### config.mk
export PLATFORM = sky130hd
export DESIGN_NAME = pidff_fifo
export DESIGN_NICKNAME = d
export VERILOG_FILES = /design/src/pidff_pkg.sv /design/src/pidff_fifo.sv
export SDC_FILE = /design/constraint.sdc
export NUM_CORES = 1
export LEC_CHECK = 0
export ABC_AREA = 1
export ABC_CLOCK_PERIOD_IN_PS = 2800
export BUFFER_PORTS_ARGS = -buffer_cell sky130_fd_sc_hd__buf_2
export CORE_UTILIZATION = 51
export CTS_BUF_LIST = sky130_fd_sc_hd__clkbuf_4 sky130_fd_sc_hd__clkbuf_8 sky130_fd_sc_hd__clkbuf_16
export DETAILED_ROUTE_END_ITERATION = 10
export PLACE_DENSITY = 0.85
export SETUP_SLACK_MARGIN = 0.2
export SLEW_MARGIN = 20
export SYNTH_ARGS = -nofsm -noshare
export SYNTH_HDL_FRONTEND = slang
export SYNTH_SLANG_ARGS = --single-unit
### constraint.sdc
create_clock -name clk -period 2.8 [get_ports clk]
set_input_delay 0.56 -clock clk [delete_from_list [all_inputs] [get_ports clk]]
set_output_delay 0.56 -clock clk [all_outputs]
set_load 0.01 [all_outputs]
### src/pidff_pkg.sv
// ----------------------------------------------------------------------------
// pidff_pkg: shared types and constants
// Widths, reset values, register codes and the queue record of the servo
// axis PID step.
// ----------------------------------------------------------------------------
package pidff_pkg;

  // field widths
  localparam int GAIN_W     = 48;  // Q16.32 gains
  localparam int SMP_W      = 16;  // Q12.4 samples
  localparam int ERR_W      = SMP_W + 1;
  localparam int DIFF_W     = ERR_W + 1;
  localparam int INTEG_W    = 32;
  localparam int DB_W       = 16;
  localparam int CMP_W      = 12;
  localparam int FRAC_POS   = 20;
  localparam int SERVO_W    = CMP_W + FRAC_POS;

  // multiplier split: gain = hi * 2^GLO_W + lo
  localparam int OPND_W     = INTEG_W;
  localparam int GLO_W      = 24;
  localparam int GHI_W      = GAIN_W - GLO_W;
  localparam int PLO_W      = GLO_W + 1 + OPND_W;
  localparam int PHI_W      = GHI_W + OPND_W;
  localparam int SLO_W      = PLO_W + 2;
  localparam int SHI_W      = PHI_W + 2;
  localparam int SUM_W      = SHI_W + GLO_W + 1;
  localparam int ACC_SHIFT  = 16;  // Q.36 -> Q.20
  localparam int SH_W       = SUM_W - ACC_SHIFT;
  localparam int DELTA_W    = 42;
  localparam int POSN_W     = DELTA_W + 1;
  localparam int NUM_TERMS  = 4;

  localparam int DECAY_W     = 8;
  localparam int DECAY_SHIFT = 8;
  localparam logic [DECAY_W-1:0] DECAY_NUM = 8'd179;

  localparam logic signed [DELTA_W-1:0] DELTA_LIM = 42'sh100_0000_0000;
  localparam logic signed [DELTA_W-1:0] DELTA_NEG = -DELTA_LIM;

  localparam int CFG_IDX_W  = 3;
  localparam int CFG_DATA_W = GAIN_W;
  localparam int QUEUE_DEPTH = 4;

  // reset values
  localparam logic signed [GAIN_W-1:0] KP_RST  = 48'sd858993;
  localparam logic signed [GAIN_W-1:0] KI_RST  = 48'sd30;
  localparam logic signed [GAIN_W-1:0] KD_RST  = 48'sh0001_0000_0000;
  localparam logic signed [GAIN_W-1:0] KFF_RST = 48'sd7731;
  localparam logic [DB_W-1:0]  DB_RST    = 16'd19;
  localparam logic [CMP_W-1:0] OMIN_RST  = 12'd500;
  localparam logic [CMP_W-1:0] OMAX_RST  = 12'd2500;
  localparam logic [CMP_W-1:0] START_RST = 12'd2350;

  typedef enum logic [CFG_IDX_W-1:0] {
    REG_KP, REG_KI, REG_KD, REG_KFF, REG_DEADBAND, REG_OUT_MIN, REG_OUT_MAX, REG_START
  } cfg_reg_t;

  typedef struct packed {
    logic signed [GAIN_W-1:0] kp;
    logic signed [GAIN_W-1:0] ki;
    logic signed [GAIN_W-1:0] kd;
    logic signed [GAIN_W-1:0] kff;
    logic [DB_W-1:0]          deadband;
    logic [CMP_W-1:0]         out_min;
    logic [CMP_W-1:0]         out_max;
    logic [CMP_W-1:0]         start_pos;
  } cfg_t;

  // classified step, front to back
  typedef struct packed {
    logic signed [ERR_W-1:0]   err;     // error after deadband zeroing
    logic signed [DIFF_W-1:0]  ddiff;   // error minus last error
    logic signed [INTEG_W-1:0] integ;   // updated integral
    logic signed [ERR_W-1:0]   vel;     // target change
    logic                      reload;
    logic                      inband;
  } cmd_t;

endpackage

### src/pidff_fifo.sv
// ----------------------------------------------------------------------------
// pidff_fifo: step queue
// Small first-in first-out queue between intake and arithmetic.
// ----------------------------------------------------------------------------
module pidff_fifo #(
  parameter int DEPTH = pidff_pkg::QUEUE_DEPTH
) (
  input  logic            clk,
  input  logic            rst_n,
  input  logic            push,
  input  pidff_pkg::cmd_t din,
  input  logic            pop,
  output pidff_pkg::cmd_t dout,
  output logic            full,
  output logic            not_empty
);
  import pidff_pkg::*;

  localparam int PTR_W = (DEPTH > 1) ? $clog2(DEPTH) : 1;
  localparam int CNT_W = $clog2(DEPTH + 1);

  cmd_t             mem [DEPTH];
  logic [PTR_W-1:0] wr_ptr_r, wr_ptr_nxt, rd_ptr_r, rd_ptr_nxt;
  logic [CNT_W-1:0] count_r, count_nxt;

  assign full      = (count_r == CNT_W'(DEPTH));
  assign not_empty = (count_r != '0);
  assign dout      = mem[rd_ptr_r];

  always_comb begin
    wr_ptr_nxt = wr_ptr_r;
    rd_ptr_nxt = rd_ptr_r;
    count_nxt  = count_r;
    if (push) begin
      wr_ptr_nxt = (wr_ptr_r == PTR_W'(DEPTH - 1)) ? '0 : wr_ptr_r + 1'b1;
    end
    if (pop) begin
      rd_ptr_nxt = (rd_ptr_r == PTR_W'(DEPTH - 1)) ? '0 : rd_ptr_r + 1'b1;
    end
    if (push && !pop) begin
      count_nxt = count_r + 1'b1;
    end else if (pop && !push) begin
      count_nxt = count_r - 1'b1;
    end
  end

  always_ff @(posedge clk) begin
    if (push) begin
      mem[wr_ptr_r] <= din;
    end
  end

  always_ff @(posedge clk) begin
    if (!rst_n) begin
      wr_ptr_r <= '0;
      rd_ptr_r <= '0;
      count_r  <= '0;
    end else begin
      wr_ptr_r <= wr_ptr_nxt;
      rd_ptr_r <= rd_ptr_nxt;
      count_r  <= count_nxt;
    end
  end

endmodule

Word-level counts from Yosys, hierarchy flattened
Memory sizes are Yosys's and may differ from the RTL's. A register that Yosys moved wholly into a read port is not among the register bits.
Index checks and enable logic that the tools add are counted.
{ "totals": {"mem_count": 1, "in_bits": 90, "ramBits": 344, "wordCells": 25, "output_inout_bits": 88, "reg_bits": 7} }
{ "mem_list": {"columns": ["memory", "words", "width", "read_ports", "rd_ports_with_merged_regs", "write_ports", "line_no", "rtl"], "rows": [
  ["mem", 4, 86, 1, 1, 1, "pidff_fifo.sv:22", "cmd_t mem [DEPTH];"]
]} }
{ "classes": {"n_addsub": 4, "n_reduce_logical": 6, "muxes": 8, "eq_ne": 3} }
{ "op_table": {"columns": ["op", "count"], "rows": [
  ["$mux W2", 4],
  ["$mux W3", 2],
  ["$add A2 B1 Y2 const B", 2],
  ["$eq A2 B2 Y1 const B", 2],
  ["$add A3 B1 Y3 const B", 1],
  ["$eq A3 B3 Y1 const B", 1],
  ["$reduce_bool A3 Y1", 1],
  ["$sub A3 B1 Y3 const B", 1],
  ["$logic_and A1 B1 Y1", 2],
  ["$logic_not A1 Y1", 2],
  ["$mux W1", 2],
  ["$reduce_bool A2 Y1", 1]
]} }

Depth between registers and ports, before layout
{ "logic_depth": {"ltp_word": 4, "depth_mapped": 10, "ltp_nobuf": 10} }

Worst setup path after synthesis
No wires, ideal clock.
{ "synth_timing": {"kind": "input port to flip-flop", "from": "input port push", "to": "memory mem[3][0] in the netlist's numbering, enable pin", "arrival_ns": 2.260, "t_required_ns": 2.360, "path_buffers": 0, "setup_ns": 0.440, "stages": 2, "slack_ns": 0.100, "cell_sequence": "nand2_1 inv_1"} }
{ "synth_between": {"elab_chain_cells": 2} }
{ "synth_rtl": {"columns": ["element", "line_no", "rtl"], "rows": [
  ["from (decl)", "pidff_fifo.sv:10", "input logic push,"],
  ["$mux W1", "pidff_fifo.sv:48", "if (push) begin"],
  ["$mux W1 (not written as such)", "pidff_fifo.sv:49", "mem[wr_ptr_r] <= din;"],
  ["to (decl)", "pidff_fifo.sv:22", null]
]} }
No other way between the ends.

==> results.ini <==
[outcome]
status = complete, no violations

[global_routing]
grt_max_degree = 87
grt_pass1_vias = 8078
grt_pass1_wl_um = 42900
antenna_found_initial = 3
track_usage = 0.213
overflow = 0

[sta]
worst_pin_slew_ns = 0.620
final-hold-violation-count = 0
finalCriticalPeriod_ns = 2.52
finalSetupViolations = 0
drv_slew = 0
rsz0062_at_grt = yes
min_period_over_period = 0.899
fmax_mhz = 397
final.setup.tns_ns = 0
clock_skew_ns = 0.0152
slew-limit-headroom = 0.587

[place]
port_buffers = 177
place_hpwl_um = 16000
gp_congestion = 0.745

[worst_setup_path]
cp_max_fo = 86
critPathCaptureType = primary output
startpoint_type = register
critPathArrivalTime_ns = 1.96
crit_type = register to primary output
cp.required_ns = 2.24
worst_r2r_path_depth = 5

[power_and_ir_drop]
power_frac_comb = 0.097
p_total_w = 0.0118
switchingPower_w = 0.00260
vdd_drop_max_mv = 0.421
leakagePower_nw = 5.48
cellInternalPower_w = 0.00917
p_per_area_nw_per_um2 = 756
seqPwrFrac = 0.518
netSwitchingFraction = 0.221
p_clk_frac = 0.384

[layout]
multiInputGateArea_um2 = 2270
seqCellArea_um2 = 10500
fill_cells = 1818
syn2layout_area_growth_pct = 18.1
fin_nets = 1167
drive_gt1_frac = 0.236

[detailed_routing]
first_pass_iters = 5
drt-initial-drc-count = 793
vias = 8090
wl_um = 28500
wl_per_cell_um = 20.0
route.detailed.drc = 0
postRouteAntennaNets = 0
via_per_inst = 5.69

[synthesis]
synth-edff-count = 344
syn-cell-area_um2 = 13200
synth_cells = 891
async_flop_share = 0
yosysWarningCount = 0
yosys_most_used_dff = edfxtp_1
seq_area_frac_synth = 0.797
avgSynthCellArea_um2 = 14.8
synthTopCellsByCount = 344 x edfxtp_1, 181 x nor2_1, 164 x o21ai_0, 86 x o22ai_1, 18 x buf_2
synth_area_leaders = edfxtp_1 78%, o21ai_0 6.2%, nor2_1 5.2%
synth_fp_nets = 988
synth_cell_types = 23
yosysTopAreaCell = edfxtp_1
synth_top_area_frac = 0.783
yosysMostFrequentCell = edfxtp_1
ys_ff_latch = 353

[clocking]
numCtsBuffers = 35
clock_sinks = 353
cts_root_buf = clkbuf_16
clockBufferDepth = 3
clock_latency_ns = 0.50
cts_tree = yes
clkTransAtPathRegs_ns = 0.06
cts_setup_buffers = 0
h-tree-depth = 2

[min_path]
hold_path_depth = 1
hp-class = primary input to register

[floorplanning]
fp-row-count = 58
die_h_um = 163
die_w_um = 163
initial_core_util = 0.522
coreArea_um2 = 25300
io_pins = 178
dieArea_um2 = 26500

[run]
drv_cap = 0

## metal layers
metal	GRT usage	part of all wire	vias to the layer above
met3	0.0532	0.085	48
met2	0.353	0.49	378
met4	0.0603	0.016	6
li1	-	-	3707
met1	0.280	0.40	3951
met5	0	0.0014	-
## power groups by stage
stage,Combinational [W],Clock (W),Sequential (W)
2_1_floorplan,0.000636,0,0.00620
3_3_place_gp,0.00108,0,0.00620
3_5_place_dp,0.00112,0,0.00621
4_1_cts,0.00115,0.00460,0.00610
5_1_grt,0.00125,0.00480,0.00612
6_report,0.00114,0.00453,0.00610
## final timing paths
check | start | to | slack, ns
hold reg to reg | wr_ptr_r[1] | wr_ptr_r[1] | 0.55
setup / recovery | register | dout[53] | 0.28
hold / removal | din[21] | mem[1][21] | 0.28
setup reg to reg | wr_ptr_r[1] | mem[1][73] | 0.97
## kinds of logic (layout without fill, tap and decap cells)
| kind of cell | Yosys count | count (layout) | share of synthesized area |
|---|---|---|---|
| DFF | 353 | 353 | 0.797 |
| AOI/OAI and AO/OA | 264 | 264 | 0.108 |
| and+or+nand+nor | 195 | 195 | 0.0561 |
| buffers and inverters | 71 | 271 | 0.0307 |
| adders and majority gates | 7 | 7 | 0.00721 |
| xor gates and xnor gates | 1 | 1 | 0.000664 |
| other | 0 | 1 | 0 |
## cell usage in the layout, fill, tap and decap left out, types with 2 or more instances in the layout
cell type / instances
clkinvlp_4: 4
clkinv_1: 6
buf_2: 177
clkbuf_16: 37
inv_1: 10
nor3_1: 3
buf_12: 6
edfxtp_1: 344
bufinv_16: 3
buf_6: 3
o21ai_1: 11
clkbuf_4: 8
ha_1: 6
nor2_1: 181
dfxtp_1: 7
a21oi_1: 3
buf_4: 9
o22ai_1: 86
nand2_1: 9
buf_16: 2
o21ai_0: 164
clkinv_2: 4
## area by class of cell
type / count / share of cell area
well taps: 330 / 0.0265
repair buffers: 197 / 0.0746
clock inverters: 13 / 0.00852
flip-flops and latches: 353 / 0.675
clock buffers: 45 / 0.0633
multi-input cells: 467 / 0.146
diodes: 1 / 0.000161
inverters: 16 / 0.00586
## critical path: stages, from the launching register on
cell and delay [ns]:
dfxtp_4 0.47, buf_16 0.36, o21ai_0 0.15, o22ai_1 0.29, buf_2 0.20
## sequential cells by signal, summed over array words and instances, names as in the netlist, named ones only
signal    count
wr_ptr_r      2
mem         344
count_r       3
rd_ptr_r      2
## repair_timing
action                                  in CTS  in global routing
hold endpoints to repair                     0                  0
resized for setup                            3                  5
hold buffers                                 0                  0
gates cloned                                 1                  0
endpoints found under the setup margin      20                 14
## per-stage QoR
| step | std cells | area [um^2] | hold slack [ns] | utilization | setup slack, ns |
|---|---|---|---|---|---|
| final | 1422 | 15600 | 0.281 | 0.617 | 0.282 |
| after global routing | 1421 | 15600 | 0.262 | 0.617 | 0.197 |
| after CTS | 1421 | 15600 | 0.257 | 0.616 | 0.250 |
| after detailed placement | 1362 | 14400 | 0.540 | 0.570 | 0.660 |
| after global placement | 1362 | 14400 | 0.511 | 0.570 | 0.690 |
| after floorplan | 891 | 13200 | 0.490 | - | 0.437 |
No activity file was read; power rests on OpenSTA's default activity.
