**config.mk**
```make
export PLATFORM = sky130hd
export DESIGN_NAME = pidff_front_flat
export DESIGN_NICKNAME = d
export VERILOG_FILES = /design/src/pidff_pkg.sv /design/src/pidff_stream_if.sv /design/src/pidff_front.sv /design/src/flat_wrapper.sv
export SDC_FILE = /design/constraint.sdc
export NUM_CORES = 1
export LEC_CHECK = 0
export ABC_AREA = 1
export BUFFER_PORTS_ARGS = -buffer_cell sky130_fd_sc_hd__buf_2
export CORE_MARGIN = 4
export CORE_UTILIZATION = 30
export CTS_BUF_LIST = sky130_fd_sc_hd__clkbuf_16
export DETAILED_ROUTE_END_ITERATION = 16
export HOLD_SLACK_MARGIN = 0.1
export PLACE_DENSITY = 0.47
export SETUP_SLACK_MARGIN = 0.1
export SLEW_MARGIN = 20
export SYNTH_ARGS = -nofsm -noshare
export SYNTH_HDL_FRONTEND = slang
export SYNTH_SLANG_ARGS = --single-unit
```
**constraint.sdc**
```tcl
create_clock -name clk -period 8.54 [get_ports clk]
set_input_delay 1.281 -clock clk [delete_from_list [all_inputs] [get_ports clk]]
set_output_delay 1.281 -clock clk [all_outputs]
set_load 0.05 [all_outputs]
```
**src/pidff_pkg.sv**
```systemverilog
// ----------------------------------------------------------------------------
// pidff_pkg: shared types and constants
// Widths, reset values, register codes and the queue record of the servo
// axis PID step.
// ----------------------------------------------------------------------------
package pidff_pkg;

  // field widths
  localparam int GAIN_W     = 48;  // Q16.32 gains
  localparam int SMP_W      = 16;  // Q12.4 samples
  localparam int ERR_W      = SMP_W + 1;
  localparam int DIFF_W     = ERR_W + 1;
  localparam int INTEG_W    = 32;
  localparam int DB_W       = 16;
  localparam int CMP_W      = 12;
  localparam int FRAC_POS   = 20;
  localparam int SERVO_W    = CMP_W + FRAC_POS;

  // multiplier split: gain = hi * 2^GLO_W + lo
  localparam int OPND_W     = INTEG_W;
  localparam int GLO_W      = 24;
  localparam int GHI_W      = GAIN_W - GLO_W;
  localparam int PLO_W      = GLO_W + 1 + OPND_W;
  localparam int PHI_W      = GHI_W + OPND_W;
  localparam int SLO_W      = PLO_W + 2;
  localparam int SHI_W      = PHI_W + 2;
  localparam int SUM_W      = SHI_W + GLO_W + 1;
  localparam int ACC_SHIFT  = 16;  // Q.36 -> Q.20
  localparam int SH_W       = SUM_W - ACC_SHIFT;
  localparam int DELTA_W    = 42;
  localparam int POSN_W     = DELTA_W + 1;
  localparam int NUM_TERMS  = 4;

  localparam int DECAY_W     = 8;
  localparam int DECAY_SHIFT = 8;
  localparam logic [DECAY_W-1:0] DECAY_NUM = 8'd179;

  localparam logic signed [DELTA_W-1:0] DELTA_LIM = 42'sh100_0000_0000;
  localparam logic signed [DELTA_W-1:0] DELTA_NEG = -DELTA_LIM;

  localparam int CFG_IDX_W  = 3;
  localparam int CFG_DATA_W = GAIN_W;
  localparam int QUEUE_DEPTH = 4;

  // reset values
  localparam logic signed [GAIN_W-1:0] KP_RST  = 48'sd858993;
  localparam logic signed [GAIN_W-1:0] KI_RST  = 48'sd30;
  localparam logic signed [GAIN_W-1:0] KD_RST  = 48'sh0001_0000_0000;
  localparam logic signed [GAIN_W-1:0] KFF_RST = 48'sd7731;
  localparam logic [DB_W-1:0]  DB_RST    = 16'd19;
  localparam logic [CMP_W-1:0] OMIN_RST  = 12'd500;
  localparam logic [CMP_W-1:0] OMAX_RST  = 12'd2500;
  localparam logic [CMP_W-1:0] START_RST = 12'd2350;

  typedef enum logic [CFG_IDX_W-1:0] {
    REG_KP, REG_KI, REG_KD, REG_KFF, REG_DEADBAND, REG_OUT_MIN, REG_OUT_MAX, REG_START
  } cfg_reg_t;

  typedef struct packed {
    logic signed [GAIN_W-1:0] kp;
    logic signed [GAIN_W-1:0] ki;
    logic signed [GAIN_W-1:0] kd;
    logic signed [GAIN_W-1:0] kff;
    logic [DB_W-1:0]          deadband;
    logic [CMP_W-1:0]         out_min;
    logic [CMP_W-1:0]         out_max;
    logic [CMP_W-1:0]         start_pos;
  } cfg_t;

  // classified step, front to back
  typedef struct packed {
    logic signed [ERR_W-1:0]   err;     // error after deadband zeroing
    logic signed [DIFF_W-1:0]  ddiff;   // error minus last error
    logic signed [INTEG_W-1:0] integ;   // updated integral
    logic signed [ERR_W-1:0]   vel;     // target change
    logic                      reload;
    logic                      inband;
  } cmd_t;

endpackage

```
**src/pidff_stream_if.sv**
```systemverilog
// ----------------------------------------------------------------------------
// pidff_stream_if: request channels
// Valid/ready channels for the sample requests and the compare results.
// ----------------------------------------------------------------------------
interface pidff_in_if;
  logic                                     valid;
  logic                                     ready;
  logic signed [pidff_pkg::SMP_W-1:0]       measured;
  logic signed [pidff_pkg::SMP_W-1:0]       target;
  logic                                     reload_position;

  modport source (output valid, output measured, output target, output reload_position,
                  input ready);
  modport sink   (input valid, input measured, input target, input reload_position,
                  output ready);
endinterface


```
**src/pidff_front.sv**
```systemverilog
// ----------------------------------------------------------------------------
// pidff_front: request intake
// Forms error and target change, applies the deadband, updates the integral
// and pushes one record per request into the queue.
// ----------------------------------------------------------------------------
module pidff_front (
  input  logic                         clk,
  input  logic                         rst_n,
  pidff_in_if.sink                     in_if,
  input  logic [pidff_pkg::DB_W-1:0]   deadband,
  input  logic                         q_full,
  output logic                         q_push,
  output pidff_pkg::cmd_t              q_cmd
);
  import pidff_pkg::*;

  logic signed [SMP_W-1:0]   last_tgt_r,  last_tgt_nxt;
  logic signed [ERR_W-1:0]   last_err_r,  last_err_nxt;
  logic signed [INTEG_W-1:0] integ_r,     integ_nxt;

  logic signed [ERR_W-1:0]   err, err_z, vel;
  logic [ERR_W-1:0]          err_mag;
  logic                      inband;
  logic [INTEG_W-1:0]        i_mag, decay_mag;
  logic [INTEG_W+DECAY_W-1:0] decay_prod;
  logic signed [INTEG_W-1:0] decayed, sat_sum;
  logic signed [INTEG_W:0]   sum_w;

  assign in_if.ready = !q_full;
  assign q_push      = in_if.valid && !q_full;

  always_comb begin
    err     = ERR_W'(in_if.target) - ERR_W'(in_if.measured);
    vel     = ERR_W'(in_if.target) - ERR_W'(last_tgt_r);
    err_mag = err[ERR_W-1] ? ERR_W'(-err) : ERR_W'(err);
    inband  = err_mag < {1'b0, deadband};
    err_z   = inband ? '0 : err;

    // decay keeps the sign and truncates the magnitude
    i_mag      = integ_r[INTEG_W-1] ? INTEG_W'(-integ_r) : INTEG_W'(integ_r);
    decay_prod = (INTEG_W+DECAY_W)'(i_mag) * (INTEG_W+DECAY_W)'(DECAY_NUM);
    decay_mag  = decay_prod[DECAY_SHIFT +: INTEG_W];
    decayed    = integ_r[INTEG_W-1] ? -$signed(decay_mag) : $signed(decay_mag);

    sum_w = (INTEG_W+1)'(integ_r) + (INTEG_W+1)'(err);
    if (sum_w[INTEG_W] != sum_w[INTEG_W-1]) begin
      sat_sum = sum_w[INTEG_W] ? {1'b1, {(INTEG_W-1){1'b0}}} : {1'b0, {(INTEG_W-1){1'b1}}};
    end else begin
      sat_sum = sum_w[INTEG_W-1:0];
    end

    integ_nxt    = inband ? decayed : sat_sum;
    last_err_nxt = err_z;
    last_tgt_nxt = in_if.target;

    q_cmd.err    = err_z;
    q_cmd.ddiff  = DIFF_W'(err_z) - DIFF_W'(last_err_r);
    q_cmd.integ  = integ_nxt;
    q_cmd.vel    = vel;
    q_cmd.reload = in_if.reload_position;
    q_cmd.inband = inband;
  end

  always_ff @(posedge clk) begin
    if (!rst_n) begin
      last_tgt_r <= '0;
      last_err_r <= '0;
      integ_r    <= '0;
    end else if (q_push) begin
      last_tgt_r <= last_tgt_nxt;
      last_err_r <= last_err_nxt;
      integ_r    <= integ_nxt;
    end
  end

endmodule

```
**src/flat_wrapper.sv**
```systemverilog
// flat-port wrapper written by rule: the top's interface ports become plain ports
module pidff_front_flat import pidff_pkg::*;
  (clk, rst_n, deadband, q_full, q_push, q_cmd, in_if_valid, in_if_measured, in_if_target, in_if_reload_position, in_if_ready);
  pidff_in_if in_if_i ();
  input  logic clk;
  input  logic rst_n;
  input  logic [pidff_pkg::DB_W-1:0] deadband;
  input  logic q_full;
  output logic q_push;
  output pidff_pkg::cmd_t q_cmd;
  input wire logic [$bits(in_if_i.valid)-1:0] in_if_valid;
  input wire logic [$bits(in_if_i.measured)-1:0] in_if_measured;
  input wire logic [$bits(in_if_i.target)-1:0] in_if_target;
  input wire logic [$bits(in_if_i.reload_position)-1:0] in_if_reload_position;
  output wire logic [$bits(in_if_i.ready)-1:0] in_if_ready;
  assign in_if_i.valid = in_if_valid;
  assign in_if_i.measured = in_if_measured;
  assign in_if_i.target = in_if_target;
  assign in_if_i.reload_position = in_if_reload_position;
  assign in_if_ready = in_if_i.ready;
  pidff_front u_core (.clk(clk), .rst_n(rst_n), .in_if(in_if_i), .deadband(deadband), .q_full(q_full), .q_push(q_push), .q_cmd(q_cmd));
endmodule
```
[Word level (Yosys, flattened, before mapping)]
Cells that the tools add are included.
Storage, ports and cells
  register bits: 65
  bits of input ports: 53
  logic and storage cells: 22
  output and inout port bits: 88
Cells by class
  $lt $le $gt $ge: 1
  mux-type cells: 7
  $mul: 1
  eq/ne operators: 1
  reductions and logical operators: 2
  $add $sub $neg: 7
Operator list (count)
  $mux W32: 5
  $neg A32 Y32: 2
  $mul A32 B8 Y40 const B: 1
  $mux W17: 2
  $sub A16 B16 Y17: 2
  $add A32 B17 Y33: 1
  $sub A17 B17 Y18: 1
  $lt A17 B16 Y1: 1
  $neg A17 Y17: 1
  $logic_and A1 B1 Y1: 1
  $logic_not A1 Y1: 1
  $ne A1 B1 Y1: 1

[Logic depth before layout (Yosys ltp)]
Gate-level depths: netlist (run 1).
  depth in word-level cells: 6
  mapped depth: 45
  gate-level depth less buffers: 43

[Least setup slack after synthesis (run 1)]
OpenSTA, ideal clock, no wires.
  path kind: input to output
  from: input port in_if_target[0]
  to: output port q_cmd[66] (netlist bit)
  stages: 41
  data required time: 7259 ps
  data arrival time: 8100 ps
  path buffers: 3
  path slack: -841 ps
  path through: inv_1 > ha_1 > fa_1 > inv_1 > nand3_1 > nand3_2 > nand3_1 > nand2_1 > nand3_1 > nand4_1 > or2_1 > nand2_1 > inv_1 > clkbuf_1 > o21ai_0 > xor2_1 > inv_1 > ha_1 > [5 not listed] > nand2_1 > a21o_1 > nor2_4 > inv_4 > buf_8 > buf_8 > nand2_2 > inv_1 > ha_1 > nand3_1 > nand2_1 > a31oi_1 > o21ai_0 > a21boi_0 > o21ai_0 > a21boi_0 > o21ai_0 > xor2_1
RTL lines
  start, declared: RTL line flat_wrapper.sv:13  | input wire logic [$bits(in_if_i.target)-1:0] in_if_target;
  end, declared: RTL line flat_wrapper.sv:10  | output pidff_pkg::cmd_t q_cmd;

==> flow_results.org, run 1 <==
** Floorplanning
- The floorplan has between 80 and 90 rows.
- IO Pins :: 141
- The floorplan step defined a die boundary enclosing around 57,000 sq um.
- The floorplan step set the die height to 238 um.
- Once the floorplan was initialized, standard cells occupied between 30% and 40% of the core.
- Core footprint :: 52,600 sq um
- Horizontal extent of the die :: 238 um

** Worst setup path
- The critical path in this run is classified as reg -> out.
- Counting buffers and inverters, the worst setup path is 38 cells deep.
- STA classifies the critical path endpoint as an output port.
- In this design, the stage delay of the slowest critical-path cell is 0.50 ns.
- The worst setup path is launched from a flop.
- Most common cell on crit path :: sky130_fd_sc_hd__nand2_1
- CP arrival :: 6.83 ns
- Critical-path cell with the highest stage delay :: sky130_fd_sc_hd__xor2_1
- Crit path buf inv count :: 8
- The kind of cell with the highest combined delay along the critical path is simple AND/OR/NAND/NOR gates.
- Along the worst path, the maximum fanout reaches 4.
- Required time of the critical path :: 7.26 ns
- Worst Reg-to-Reg Cells :: slightly above 40

** Detailed routing
- DR iter-0 viols :: ~850
- Antenna Nets Post-Route :: 0
- Remaining routing DRC violations :: 0
- Before antenna repair, the detailed router went through 5 iterations.
- Dividing the detail-routed wire length by the instance count gives approximately 15 um.
- After detailed routing, the number of vias per cell comes to between 4 and 5.
- Total Wirelength :: roughly 53,000 um
- The final route contains about 16,000 vias.

** Synthesis
- Ys async rst share :: 0%
- Proportion of synthesized chip area in sequential cells :: 8.19%
- Post-Syn Area :: 15,900 sq um
- Syn Area/Cell :: 6.15 sq um
- Post-synth EDFFs :: 0
- Cell types occupying the most area after synthesis :: sky130_fd_sc_hd__ha_1 17%, sky130_fd_sc_hd__nand2_1 16%, sky130_fd_sc_hd__inv_1 13%
- For this run, the leading register cell type out of synthesis is sky130_fd_sc_hd__dfxtp_1.
- In the post-synthesis netlist, the cell with the most instances is sky130_fd_sc_hd__nand2_1.
- Area share of the largest cell type after synthesis :: ~17%
- The netlist uses 49 different library cells.
- The number of nets handed over by synthesis was 2,923.
- For this run, the number of Yosys warnings is 0.
- Synthesis handed over a netlist of approximately 2,600 instances.
- Dominant cell type by area after synthesis :: sky130_fd_sc_hd__ha_1
- Number of flip-flops and latches in the synthesized netlist :: 65
- List of most frequent post-synthesis cells :: 688 x sky130_fd_sc_hd__nand2_1, 554 x sky130_fd_sc_hd__inv_1, 215 x sky130_fd_sc_hd__ha_1

** Global routing
- First-pass GRT wire length :: 84,100 um
- Largest net degree at the start of global routing :: 69
- Initial antenna violation count :: 2
- For this run the aggregate overflow at the end of global routing stands at 0.
- GRT Util Overall :: 18.4%
- The number of global-route vias before repair came to ~16,000.

** Placement
- Placed wire-length estimate :: 46,500 um
- Final weighted congestion in routability-driven placement :: 0.909
- In this run the cell area measured after placement is 18,000 sq um.
- Port Buf Inserts :: 138

** Final layout
- Share of post-route cells with drive strength above 1 :: 18.3%
- Number of nets in the final layout :: 3,145
- The number of antenna diodes in the final layout is 0.
- Final instance area :: 19,400 sq um
- From synthesis to final layout, the design area changed by 22.3%.

** Timing
- Final hold analysis gives a worst-case slack of 0.460 ns.
- In this run the tightest slew margin relative to its limit is 49.5%.
- The final max-slew violation count was 0.
- Setup repair after global routing missed its margin :: yes
- Derived from the worst setup path, the maximum achievable clock frequency is 123 MHz.
- The count of final hold-check violations was 0.
- Clock skew on the completed layout was measured at about 0.0079 ns.
- Worst Max-Slew Pin Slew :: 0.757 ns
- Subtracting the final worst setup slack from the clock period gives 8.11 ns.
- Setup violations remaining at the end of the flow were counted as 0.
- Final period utilization :: 94.9%

** Run status
- Status :: complete, no violations

** Clock tree
- The clock tree synthesis step divided the H-tree into 3 levels.
- Clock transition at the register clock pins on the worst setup and hold paths after CTS :: 0.06 ns
- TritonCTS built the clock tree.
- Clock root buffer :: sky130_fd_sc_hd__clkbuf_16
- For the worst-skew pair, the clock arrives at the later sink with an insertion delay of 0.36 ns.
- The number of hold buffers added after CTS was 0.
- Number of sinks handled by clock tree synthesis :: 65
- The longest clock path from root to sink contains 2 buffers.
- Number of buffers created by CTS :: 9

** Hold path
- HP Class :: reg -> reg
- The worst hold path was traced through 2 stages.

** Run
- Max capacitance violation total :: 0
## registers in the layout (all words and copies together), names as in the netlist
register           count
u_core.last_tgt_r     16
u_core.integ_r        32
u_core.last_err_r     17
## kinds of logic after synthesis
| family | synth area share (%) |
|---|---|
| AO/OA/AOI/OAI | 13.0 |
| XOR/XNOR | 10.3 |
| adder cells (fa/ha/maj) | 26.0 |
| buffers and inverters | 14.6 |
| flip-flops | 8.19 |
| AND/OR/NAND/NOR | 27.9 |
## final timing paths
kind,from,end,slack (ns)
min reg2reg,u_core.last_tgt_r[15]$_SDFFE_PN0P_,u_core.last_tgt_r[15]$_SDFFE_PN0P_,0.46
max reg2reg,u_core.integ_r[1]$_SDFFE_PN0P_,u_core.integ_r[29]$_SDFFE_PN0P_,1.94
max,u_core.integ_r[1]$_SDFFE_PN0P_,q_cmd[48],0.43
min,u_core.last_tgt_r[15]$_SDFFE_PN0P_,u_core.last_tgt_r[15]$_SDFFE_PN0P_,0.46
## timing repair
item | in CTS | in global routing
pin swaps | 9 | 59
endpoints found under the setup margin | 20 | 28
resized for setup | 76 | 203
buffers inserted | 8 | 16
## layout by cell type, fill, tap and decap left out, types with 7 or more instances in the layout
cell type	netlist	final
sky130_fd_sc_hd__nand2_1	688	620
sky130_fd_sc_hd__inv_1	554	545
sky130_fd_sc_hd__ha_1	215	196
sky130_fd_sc_hd__a21oi_1	176	164
sky130_fd_sc_hd__nor2_1	168	137
sky130_fd_sc_hd__xor2_1	133	121
sky130_fd_sc_hd__buf_2	8	118
sky130_fd_sc_hd__buf_4	3	116
sky130_fd_sc_hd__nand3_1	135	113
sky130_fd_sc_hd__o21ai_0	113	96
sky130_fd_sc_hd__nand2_2	11	72
sky130_fd_sc_hd__fa_1	72	70
sky130_fd_sc_hd__dfxtp_1	65	62
sky130_fd_sc_hd__xnor2_1	36	34
sky130_fd_sc_hd__nand4_1	27	27
sky130_fd_sc_hd__o21ai_1	18	25
sky130_fd_sc_hd__nor2_2	3	25
sky130_fd_sc_hd__nand3_2	2	24
sky130_fd_sc_hd__a21o_1	16	16
sky130_fd_sc_hd__o21bai_1	17	16
sky130_fd_sc_hd__a21oi_2	3	15
sky130_fd_sc_hd__nor3_1	18	12
sky130_fd_sc_hd__xor2_2	3	12
sky130_fd_sc_hd__ha_4	0	12
sky130_fd_sc_hd__nor2_4	2	11
sky130_fd_sc_hd__buf_6	1	11
sky130_fd_sc_hd__inv_2	4	10
sky130_fd_sc_hd__nand3b_1	9	9
sky130_fd_sc_hd__o21ai_2	0	9
sky130_fd_sc_hd__clkbuf_16	0	9
sky130_fd_sc_hd__nand2_4	0	7
sky130_fd_sc_hd__ha_2	0	7
## area by class of cell
type | count | area, sq um
fillers | 5835 | 33100
multi-input cells | 1916 | 13200
repair buffers | 253 | 1680
clock inverters | 7 | 46.3
flip-flops and latches | 65 | 1310
well taps | 688 | 861
inverters | 560 | 2120
clock buffers | 9 | 225
## metal layers
metal  up-vias  share of wire, %  global-route usage [%]
met4         4               2.2                    4.22
met1      7463                47                    24.6
met5         -             0.039                       0
li1       8498                 -                       -
met2       239                48                    31.9
met3        57               3.1                    2.15
## worst reg2reg max path: cells and delay by family (launching register included)
family	cells	cell delay, ns
AO/OA/AOI/OAI	1	0.19
XOR/XNOR	1	0.50
adder cells (fa/ha/maj)	6	1.93
buffers and inverters	9	1.02
flip-flops	1	0.34
AND/OR/NAND/NOR	24	2.54
## per-stage QoR
| stage | std cells | utilization (%) | TNS [ns] | worst slack, ns |
|---|---|---|---|---|
| finish | 3498 | 37.0 | 0 | 0.433 |
| global route | 3498 | 37.0 | 0 | 0.0656 |
| CTS | 3482 | 35.4 | 0 | 0.0636 |
| detailed placement | 3458 | 34.3 | -0.214 | -0.0910 |
| global placement | 3458 | 34.3 | 0 | 0.0121 |
| floorplan | 2583 | - | 0 | 0.0905 |
Power of run 1 is not shown: default switching activity piles up to over one toggle a cycle in this logic, so the estimate is an artifact.
==> inputs of run 2 (changes only) <==
--- a/config.mk
+++ b/config.mk
@@ -8,11 +8,11 @@
 export ABC_AREA = 1
 export BUFFER_PORTS_ARGS = -buffer_cell sky130_fd_sc_hd__buf_2
 export CORE_MARGIN = 4
-export CORE_UTILIZATION = 30
+export CORE_UTILIZATION = 55
 export CTS_BUF_LIST = sky130_fd_sc_hd__clkbuf_16
 export DETAILED_ROUTE_END_ITERATION = 16
 export HOLD_SLACK_MARGIN = 0.1
-export PLACE_DENSITY = 0.47
+export PLACE_DENSITY_LB_ADDON = 0.25
 export SETUP_SLACK_MARGIN = 0.1
 export SLEW_MARGIN = 20
 export SYNTH_ARGS = -nofsm -noshare
==> constraint.sdc (replaced) <==
create_clock -name clk -period 6.6 [get_ports clk]
set_input_delay 0.99 -clock clk [delete_from_list [all_inputs] [get_ports clk]]
set_output_delay 0.99 -clock clk [all_outputs]
set_load 0.05 [all_outputs]
==> flow_results.org, run 2 <==
** Placement
- Final weighted congestion in routability-driven placement :: 0.994 (was 0.909)
- Placed wire-length estimate :: 46,500 um (about the same)
- The post-detailed-placement cell area came to 21,100 sq um (was 18,000 sq um).
- Port Buf Inserts :: 138 (unchanged)

** Timing
- After the last repair the worst path ends at an output port.
- The global-route repair_timing pass left the worst setup endpoint at q_cmd[50].

** Clock tree
- Deepest level of the CTS H-tree :: 3 (unchanged)
- The number of buffers added by the clock tree synthesis step was 9 (unchanged).
- Post-CTS Hold Buffers :: 0 (unchanged)
- Number of sinks handled by clock tree synthesis :: 65 (unchanged)
- The cell at the root of the clock tree is sky130_fd_sc_hd__clkbuf_16 (unchanged).
- Clock Path Buffers :: 2 (unchanged)

** Synthesis
- Post-synth EDFFs :: 0 (unchanged)
- Ys async rst share :: 0% (unchanged)
- Cell types occupying the most area after synthesis :: sky130_fd_sc_hd__ha_1 17%, sky130_fd_sc_hd__nand2_1 16%, sky130_fd_sc_hd__inv_1 13% (unchanged)
- Total nets after synthesis :: 2,923 (unchanged)
- Synth warn :: 0 (unchanged)
- Post-Syn Area :: 15,900 sq um (unchanged)
- List of most frequent post-synthesis cells: 688 x sky130_fd_sc_hd__nand2_1, 554 x sky130_fd_sc_hd__inv_1, 215 x sky130_fd_sc_hd__ha_1 (unchanged).
- Area share of the largest cell type after synthesis :: 16.9% (unchanged)
- The sequential share of the synthesized area was 8.19% (unchanged).
- The average cell area after synthesis was 6.15 sq um (unchanged).
- The number of unique standard cell types used by synthesis came to 49 (unchanged).
- The cell type contributing the most total cell area after synthesis is sky130_fd_sc_hd__ha_1 (unchanged).
- The register bit total from synthesis came to 65 (unchanged).
- The synthesized netlist cell count was 2,583 (unchanged).
- The leading register cell type out of synthesis is sky130_fd_sc_hd__dfxtp_1 (unchanged).
- Most used standard cell by instance count after synthesis :: sky130_fd_sc_hd__nand2_1 (unchanged)

** Run status
- Progress stopped at global routing.
- Error message :: [ERROR GRT-0232] Routing congestion too high. Check the congestion heatmap in the GUI.
- Status: did not finish (was complete, no violations).

** Floorplanning
- Die height :: 178 um (was 238 um)
- The floorplan die width is 178 um (was 238 um).
- The effective utilization at floorplan is 56.4% (was 30.2%).
- The number of placement rows was 61 (was 84).
- IO Pins :: 141 (unchanged)

** Global routing
- Largest net degree at the start of global routing :: 69
- Overflow after GRT :: 76
- GRT Util Overall :: 78.9%
-- run 2: cell counts after synthesis --
No cell type changed its count.
-- run 2: what timing repair did --
| item | in CTS |
|---|---|
| endpoints found under the setup margin | 66 |
| pin swaps | 197 |
| hold endpoints to repair | 0 |
| buffers inserted | 110 |
| gates resized for setup | 448 |
-- run 2: metal layers --
layer / overflow / GRT usage (%)
met4: 39 / 72.3
met5: 0 / 53.0
met1: 2 / 78.2
met3: 2 / 72.2
met2: 33 / 90.7
-- run 2: logic make-up after synthesis --
group,count (synthesis),synth area share (%)
simple gates,1075,27.9
buf+inv,602,14.6
compound gates,377,13.0
fa+ha+maj,287,26.0
xor+xnor,177,10.3
flops,65,8.19
-- run 2: metrics by stage --
step	cells	hold WS [ns]	util, %	setup WS, ns
3_3_place_gp	3481	0.446	74.8	-0.931
2_1_floorplan	2583	0.433	-	-0.870
4_1_cts	3599	0.463	85.4	-0.815
3_5_place_dp	3481	0.454	74.8	-1.09
==> inputs of run 3 (changes only) <==
--- a/config.mk
+++ b/config.mk
@@ -8,12 +8,9 @@
 export ABC_AREA = 1
 export BUFFER_PORTS_ARGS = -buffer_cell sky130_fd_sc_hd__buf_2
 export CORE_MARGIN = 4
-export CORE_UTILIZATION = 55
-export CTS_BUF_LIST = sky130_fd_sc_hd__clkbuf_16
+export CORE_UTILIZATION = 40
 export DETAILED_ROUTE_END_ITERATION = 16
-export HOLD_SLACK_MARGIN = 0.1
-export PLACE_DENSITY_LB_ADDON = 0.25
-export SETUP_SLACK_MARGIN = 0.1
+export PLACE_DENSITY_LB_ADDON = 0.15
 export SLEW_MARGIN = 20
 export SYNTH_ARGS = -nofsm -noshare
 export SYNTH_HDL_FRONTEND = slang
==> constraint.sdc (replaced) <==
create_clock -name clk -period 8.6 [get_ports clk]
set_input_delay 1.29 -clock clk [delete_from_list [all_inputs] [get_ports clk]]
set_output_delay 1.29 -clock clk [all_outputs]
set_load 0.05 [all_outputs]
==> flow_results.org, run 3 (synthesis results as in run 1) <==
** Clock tree
- Clock-pin slew was measured on the worst setup and hold paths at around 0.06 ns.
- The number of buffers on the longest clock path is 2 (unchanged).
- The number of levels the H-tree was split into is 3 (unchanged).
- Clock latency at the later pin of the worst-skew pair :: 0.36 ns
- The cell at the root of the clock tree is sky130_fd_sc_hd__clkbuf_16 (unchanged).
- TritonCTS built the clock tree.
- The number of buffers added by the clock tree synthesis step came to 9 (unchanged).
- The number of buffers inserted by hold repair at cts was 0 (unchanged).
- Number of sinks handled by clock tree synthesis :: 65 (unchanged)

** Final layout
- Area growth from synthesis to layout :: 18.5%
- In the final layout, the share of cells above drive strength 1 is 15.7%.
- After routing the design area is 18,800 sq um.
- Cells fill 48.4% of the core in the end.
- Registers with the most flip-flops :: u_core.integ_r: 32 flops, u_core.last_err_r: 17 flops, u_core.last_tgt_r: 16 flops
- Largest register by flop count :: u_core.integ_r
- Count of filler cells inserted in the layout :: 4,144
- The top cell types in the final layout, fill and taps aside, are 644 x sky130_fd_sc_hd__nand2_1, 548 x sky130_fd_sc_hd__inv_1, 204 x sky130_fd_sc_hd__ha_1, 162 x sky130_fd_sc_hd__a21oi_1, 143 x sky130_fd_sc_hd__nor2_1.
- Antenna diodes :: 0
- Max FFs per register :: 32
- Number of nets in the final layout :: 3,126
- The library cell used most frequently in the layout, excluding fill and tap cells, is sky130_fd_sc_hd__nand2_1.
- Final instance count without filler cells :: 3,309

** Worst setup path
- Type of destination of the critical path :: output port
- Counting both buffers and inverters, the worst setup path holds a total of 8.
- The worst setup path is launched from a flop.
- CP Class :: reg -> out
- For the worst setup path, the data arrival time is 7.01 ns.
- Critical path's top delay family :: simple AND/OR/NAND/NOR gates
- Required time of the critical path :: 7.31 ns
- Along the worst path, the maximum fanout reaches 4.
- On the worst path, the slowest cell contributes a delay of 0.55 ns.
- The largest individual stage delay along the critical path comes from the cell sky130_fd_sc_hd__fa_1.

** Global routing
- The first global-routing pass estimated about 80,000 um of wire.
- Entering global routing, the biggest net connects 69 pins.
- The number of global-route vias before repair is 16,056.
- Initial antenna violation count :: 0
- For this run the aggregate overflow at the end of global routing stands at 0.
- GRT Util Overall :: 22.6%

** Timing
- Final period utilization :: 96.5%
- # setup viols final :: 0
- The count of final hold-check violations came to 0.
- The final max-slew violation count is 0.
- Highest Clock Rate :: 121 MHz
- For the pin with the worst max-slew slack, the measured transition is a little under 0.8 ns.
- Clk_skew :: 0.00897 ns
- Worst-case headroom to the max-slew limit :: 47.9%
- Post-layout minimum cycle time :: 8.30 ns

** Floorplanning
- The core region is 38,900 sq um.
- IO Pins :: 141 (unchanged)
- The number of placement rows came to 72 (was 61).
- Die height :: 207 um (was 178 um)
- Area of the die :: approximately 43,000 sq um
- The effective utilization at floorplan came to 40.8% (was 56.4%).
- Horizontal extent of the die :: 207 um (was 178 um)

** Detailed routing
- DR vias :: 16,230
- Vias per std cell :: 4.90
- The first routing iteration left between 700 and 800 violations.
- Remaining routing DRC violations :: 0
- In the final routed layout, each cell accounts on average for 15.1 um.
- The final layout contains routed wiring with a total length of 50,100 um.
- The count of nets left with antenna violations once routing finished came out at 0.
- Number of detailed-routing iterations run before antenna repair :: 5

** Placement
- The post-detailed-placement cell area came to 17,600 sq um (was 21,100 sq um).
- Placed wire-length estimate :: 43,300 um (was 46,500 um)
- The number of buffers added on ports is 138 (unchanged).
- Placed Cells :: 3,266 (was 3,481)
- Final weighted congestion in routability-driven placement :: 0.912 (was 0.994)

** Run
- Max capacitance violation total :: 0

** Hold path
- HP Class :: reg -> reg

** Run status
- Status :: complete, no violations (was did not finish)
-- run 3: layout make-up --
type	instances	area, sq um	area share, %
timing repair buffer	234	1520	8.06
clock inverter	7	95.1	0.505
tap	518	648	3.44
clock buffer	9	225	1.20
sequential	65	1310	6.93
multi-input combinational	1916	12900	68.7
inverter	560	2110	11.2
-- run 3: routing by layer --
layer / share of wire (%) / track usage [%] / wire (um)
met5: 0 / 0 / 0
met2: 48 / 39.6 / 23900
met3: 4.1 / 3.01 / 2080
met1: 46 / 29.3 / 23000
met4: 2.2 / 5.77 / 1100
-- run 3: repair_timing --
item | 4_1_cts | 5_1_grt
setup buffers | 4 | 23
pin swaps | 1 | 40
gates resized for setup | 16 | 191
endpoints found under the setup margin | 14 | 29
-- run 3: worst register-to-register path: cells and delay by family, from the launching register on --
| family | cells | cell delay, ns |
|---|---|---|
| simple gates | 26 | 3.04 |
| fa+ha+maj | 5 | 2.08 |
| buf+inv | 9 | 0.79 |
| xor+xnor | 2 | 0.36 |
| flops | 1 | 0.35 |
| compound gates | 1 | 0.09 |
-- run 3: path summary, 6_finish.rpt --
| kind | cells past startpoint | start | slack (ns) | to |
|---|---|---|---|---|
| worst max register to register | 43 | u_core.integ_r[1]$_SDFFE_PN0P_ | 1.80 | u_core.integ_r[29]$_SDFFE_PN0P_ |
| worst min-delay path | 2 | u_core.last_tgt_r[7]$_SDFFE_PN0P_ | 0.46 | u_core.last_tgt_r[7]$_SDFFE_PN0P_ |
| worst max-delay path | 40 | u_core.integ_r[1]$_SDFFE_PN0P_ | 0.30 | q_cmd[50] |
| worst min register to register | 2 | u_core.last_tgt_r[7]$_SDFFE_PN0P_ | 0.46 | u_core.last_tgt_r[7]$_SDFFE_PN0P_ |
-- run 3: metrics by stage --
step | setup TNS, ns | worst slack, ns | hold WS (ns)
final | 0 | 0.302 | 0.461
after floorplan | -0.288 | -0.147 | 0.433
after global routing | -0.239 | -0.0749 | 0.484
after detailed placement | -0.199 | -0.0921 | 0.455
after CTS | 0 | 0.00296 | 0.464
after global placement | 0 | 0.0235 | 0.448
Power of run 3 is left out for the same reason.
